<file path="config.mk">
export PLATFORM = sky130hd
export DESIGN_NAME = psq_table
export DESIGN_NICKNAME = d
export VERILOG_FILES = /design/src/rtl/psq_table.sv
export SDC_FILE = /design/constraint.sdc
export NUM_CORES = 2
export LEC_CHECK = 0
export BUFFER_PORTS_ARGS = -buffer_cell sky130_fd_sc_hd__buf_2
export CAP_MARGIN = 20
export CORE_ASPECT_RATIO = 1.5
export CORE_UTILIZATION = 34
export CTS_CLUSTER_SIZE = 25
export DETAILED_ROUTE_END_ITERATION = 10
export PLACE_DENSITY = 0.54
export SLEW_MARGIN = 20
export SYNTH_ARGS = -nofsm -noshare
export SYNTH_HDL_FRONTEND = slang
export SYNTH_SLANG_ARGS = --single-unit
export TNS_END_PERCENT = 1
</file>
<file path="constraint.sdc">
create_clock -name clock -period 3.3 [get_ports clock]
set_input_delay 0.165 -clock clock [delete_from_list [all_inputs] [get_ports clock]]
set_output_delay 0.165 -clock clock [all_outputs]
set_load 0.02 [all_outputs]
</file>
<file path="src/rtl/psq_table.sv">
// Codeword table: one write port and two registered read ports.
// Depends on nothing; sized by the top level.
module psq_table #(
   parameter int DEPTH  = 256,
   parameter int ADDR_W = 8,
   parameter int DATA_W = 16
) (
   input  logic                     clock,
   input  logic                     wr_en,
   input  logic [ADDR_W-1:0]        wr_addr,
   input  logic signed [DATA_W-1:0] wr_data,
   input  logic [ADDR_W-1:0]        rd_addr_a,
   input  logic [ADDR_W-1:0]        rd_addr_b,
   output logic signed [DATA_W-1:0] rd_data_a,
   output logic signed [DATA_W-1:0] rd_data_b
);

   logic signed [DATA_W-1:0] mem [DEPTH];
   logic signed [DATA_W-1:0] rd_a_ff;
   logic signed [DATA_W-1:0] rd_b_ff;

   // write port
   always_ff @(posedge clock) begin
      if (wr_en) begin
         mem[wr_addr] <= wr_data;
      end
   end

   // two read ports, data registered
   always_ff @(posedge clock) begin
      rd_a_ff <= mem[rd_addr_a];
      rd_b_ff <= mem[rd_addr_b];
   end

   assign rd_data_a = rd_a_ff;
   assign rd_data_b = rd_b_ff;

endmodule

</file>
[Yosys cells after proc, flatten, opt, wreduce, memory -nomap -nowiden]
Memory sizes are Yosys's and may differ from the RTL's. A register that Yosys moved wholly into a read port is not among the register bits.
Cells that the tools add are included.
Word-level totals
  bits in registers: 0
  bits in writable memories: 4096
  bits of input ports: 42
  output and inout bits: 32
  memories: 1
Cells by class
  multiplexer cells: 2
Memories
  mem: words 256, width 16, rd ports 2, clocked after Yosys merged registers in 2, wr ports 1, RTL line 18  | logic signed [DATA_W-1:0] mem [DEPTH];
Operators by type and width (count)
  $mux 1: 2

[Longest topological paths before layout]
  depth after elaboration: 2
  depth in mapped cells: 13
  depth with buffers taken out: 7

[Worst setup path before layout]
OpenSTA, ideal clock, no wires.
  path type: in2reg
  start: input port rd_addr_b[0]
  end: register rd_b_ff[10], in the netlist rd_data_b[10], read port of mem
  arrival time: 2.302 ns
  required time: 3.171 ns
  setup slack: 0.869 ns
  stages: 8
  path buffers: 2
  cell sequence: buf_4 -> buf_1 -> mux4_2 -> mux4_2 -> a22oi_1 -> nand2_1 -> o31ai_1 -> nor3_1
RTL lines
  start: declaration: RTL line 13  | input logic [ADDR_W-1:0] rd_addr_b,
  end: declaration: RTL line 20  | logic signed [DATA_W-1:0] rd_b_ff;

==> flow_summary.json <==
{
  "wl_per_cell_um": 39.4,
  "pwr-share-clk": 0.399,
  "utilization": 0.400,
  "start_util": 0.341,
  "cp.arrival_ps": 4240,
  "p_per_area_mw_per_mm2": 515,
  "antenna_found_initial": 85,
  "die_area_sq_mm": 0.567,
  "slowest_delay_ps": 950,
  "syn_area_per_cell_sq_um": 18.9,
  "use_met3": 0.0447,
  "end_kind": "register",
  "power_frac_comb": 0.099,
  "cts_buffer_depth": 4,
  "p_seq_frac": 0.502,
  "place.gp.congestion": 1.00,
  "io_pins": 74,
  "dr_total_vias": 117000,
  "worst_slack_ps": -20.7,
  "clk-insertion-delay-late_ps": 1030,
  "synth_top_cell_by_area": "edfxtp_1",
  "yosys-top-cells-count": "edfxtp_1 (4096), mux4_2 (1688), mux2i_1 (1021)",
  "clk_pin_slew_ps": 60,
  "cts_htree_levels": 5,
  "required_ps": 4220,
  "yosys-top-cells-area": "edfxtp_1 (64%), mux4_2 (20%), mux2i_1 (5.3%), o221ai_1 (1.9%), o22ai_1 (0.92%)",
  "fp.coreArea_sq_mm": 0.561,
  "async_flop_share": 0,
  "final_antenna_net_count": 0,
  "critical_path.cell_chain": "mux4_2, a22o_1, a221oi_1, o22ai_1, nor3_1, buf_4, nor4_2",
  "die_y_um": 921,
  "grt_usage": 0.260,
  "tns_ps": -20.7,
  "hold_path_depth": 4,
  "yosysTopAreaCellShare": 0.642,
  "setup_viol": 1,
  "rows": 337,
  "synthCells": 10100,
  "grt_start_max_net_pins": 127,
  "seqCellArea_sq_mm": 0.124,
  "postCtsSetupBuffers": 0,
  "switching_power_w": 0.0280,
  "multi_input_area_sq_mm": 0.0642,
  "rsz0062_at_grt": "false",
  "p_leak_nw": 72.5,
  "crit_family": "compound AO/OA/AOI/OAI gates",
  "yosysUniqueCellTypes": 59,
  "first_iter_violations": 14200,
  "synth-edff-count": 4096,
  "cp_max_fo": 2,
  "synth.cell_area_sq_mm": 0.192,
  "nNetsFinal": 11300,
  "drcViolationCount": 0,
  "use_met2": 0.437,
  "post-synth-top-count-cell": "edfxtp_1",
  "ys_warn_count": 0,
  "port_buffers": 73,
  "violations": "setup timing",
  "fmax_mhz": 301,
  "cts_buffers": 392,
  "max_slew_margin": 0.183,
  "synth_nets": 10200,
  "fin_skew_ps": 81.6,
  "hold_viol": 0,
  "avgViaCountPerCell": 6.16,
  "grtUsageMet1": 0.286,
  "min_period_ps": 3320,
  "drv_cap": 0,
  "grt_remaining_overflow": 0,
  "grt_pass1_wl_um": 1020000,
  "hold_class": "primary input to register",
  "seq_area_frac_synth": 0.645,
  "cpMaxStageDelayCell": "nor3_1",
  "drt_wl_total_um": 749000,
  "cts_tree": "built",
  "cts-root-buf": "clkbuf_16",
  "tightest_slew_ps": 1220,
  "fillers": 50000,
  "fin_crit_sh": 1.01,
  "die_x_um": 615,
  "dp_hpwl_um": 512000,
  "cp_num_buf_inv": 1,
  "grt-busiest-layer": "met2",
  "peakVddDrop_mv": 0.514,
  "cp_num_cells": 7,
  "intPower_w": 0.0875,
  "area_growth_pct": 17.1,
  "cts.sinks": 4128,
  "synthFlopType": "edfxtp_1",
  "rr_worst_depth": 7,
  "status": "finished with violations",
  "final_layout_size_suffix_gt1_frac": 0.352,
  "drv_slew": 0,
  "crit_type": "register to register",
  "drt_pass1_iterations": 6,
  "netSwitchingFraction": 0.243,
  "startpoint_type": "register",
  "first_global_vias": 121000,
  "synth_seq_cells": 4128
}
## registers in the layout, summed over array words and instances (netlist names)
| name | flops |
|---|---|
| mem | 4096 |
| rd_data_a | 16 |
| rd_data_b | 16 |
## kinds of logic (layout without fill, tap and decap cells)
kind of cell / Yosys count / after routing / share of synthesized area
DFF: 4128 / 4128 / 0.645
other: 0 / 42 / 0
and+or+nand+nor: 1028 / 1028 / 0.0243
muxes: 2709 / 2709 / 0.252
AOI/OAI and AO/OA: 1414 / 1414 / 0.0540
buffers and inverters: 856 / 2246 / 0.0247
## repair_timing
action                                   CTS  global route
endpoints found under the setup margin     3             2
hold buffers                              20             0
gates resized for setup                    3             2
endpoints found under the hold margin   1963             0
## cells in the final DEF, fill, tap and decap left out, types with 12 or more instances in the layout
master | synthesis | final
nor3_1 | 185 | 172
dlygate4sd3_1 | 0 | 20
and4_1 | 12 | 12
a2111oi_0 | 38 | 18
clkinv_1 | 0 | 80
clkbuf_1 | 382 | 70
nor4_1 | 38 | 25
a211o_1 | 26 | 26
buf_12 | 5 | 231
edfxtp_1 | 4096 | 4096
mux4_2 | 1688 | 1688
a21oi_1 | 210 | 209
nand4_1 | 30 | 30
nand2_1 | 257 | 253
a221oi_1 | 48 | 45
a22oi_1 | 119 | 119
mux2i_1 | 1021 | 1021
buf_2 | 153 | 50
clkbuf_16 | 0 | 396
o21ai_0 | 74 | 73
diode_2 | 0 | 42
and3_1 | 18 | 18
a211oi_1 | 22 | 22
nor3_2 | 0 | 12
buf_4 | 100 | 1208
o31ai_1 | 27 | 27
clkinv_2 | 0 | 73
dfxtp_1 | 32 | 32
o22ai_1 | 281 | 280
a22o_1 | 55 | 55
nand3_1 | 83 | 74
o211ai_1 | 59 | 59
clkinvlp_4 | 0 | 19
bufinv_16 | 0 | 41
nor2_2 | 0 | 211
buf_8 | 15 | 20
nor2_1 | 355 | 140
o221ai_1 | 418 | 418
## power by group through the flow
stage | sequential [W] | clock [W] | combinational [W]
floorplan | 0.0591 | 0 | 0.00538
global placement | 0.0591 | 0 | 0.0111
detailed placement | 0.0591 | 0 | 0.0113
CTS | 0.0580 | 0.0465 | 0.0113
global route | 0.0580 | 0.0482 | 0.0117
finish | 0.0580 | 0.0460 | 0.0114
## tightest hold or removal path, cell delays in order
cell     delay (ps)
buf_2           180
nand3_1         140
buf_4           340
nor2_1          110
## per-layer routing
metal / vias to the layer above / wire length (um)
met2: 6436 / 366000
li1: 46100 / -
met1: 62800 / 249000
met3: 1850 / 56200
met4: 40 / 77400
met5: - / 277
## final timing paths
| kind | startpoint | end | slack, ps |
|---|---|---|---|
| max reg2reg | mem[56][14] | rd_data_a[14] | -20 |
| min | wr_addr[6] | mem[235][6] | 110 |
| min reg2reg | mem[222][15] | rd_data_b[15] | 1030 |
| max | mem[56][14] | rd_data_a[14] | -20 |
## through the flow
stage          area (sq um)  power [W]  std cells  hold slack [ps]  setup slack, ps
2_1_floorplan        192000     0.0645      10100              264              869
3_3_place_gp         211000     0.0703      18300              609            -1130
3_5_place_dp         211000     0.0704      18300              602            -1160
4_1_cts              224000      0.116      19000             20.0             9.05
5_1_grt              224000      0.118      19000             64.6             17.1
6_report             224000      0.115      19000              106            -20.7
## layout make-up
cell class,count,area share
diodes,42,0.000468
clock buffers,471,0.0456
clock inverters,237,0.0106
inverters,6,0.000195
multi-input cells,5151,0.286
flip-flops and latches,4128,0.551
well taps,7458,0.0416
repair buffers,1532,0.0645
No activity file was read; power rests on OpenSTA's default activity.
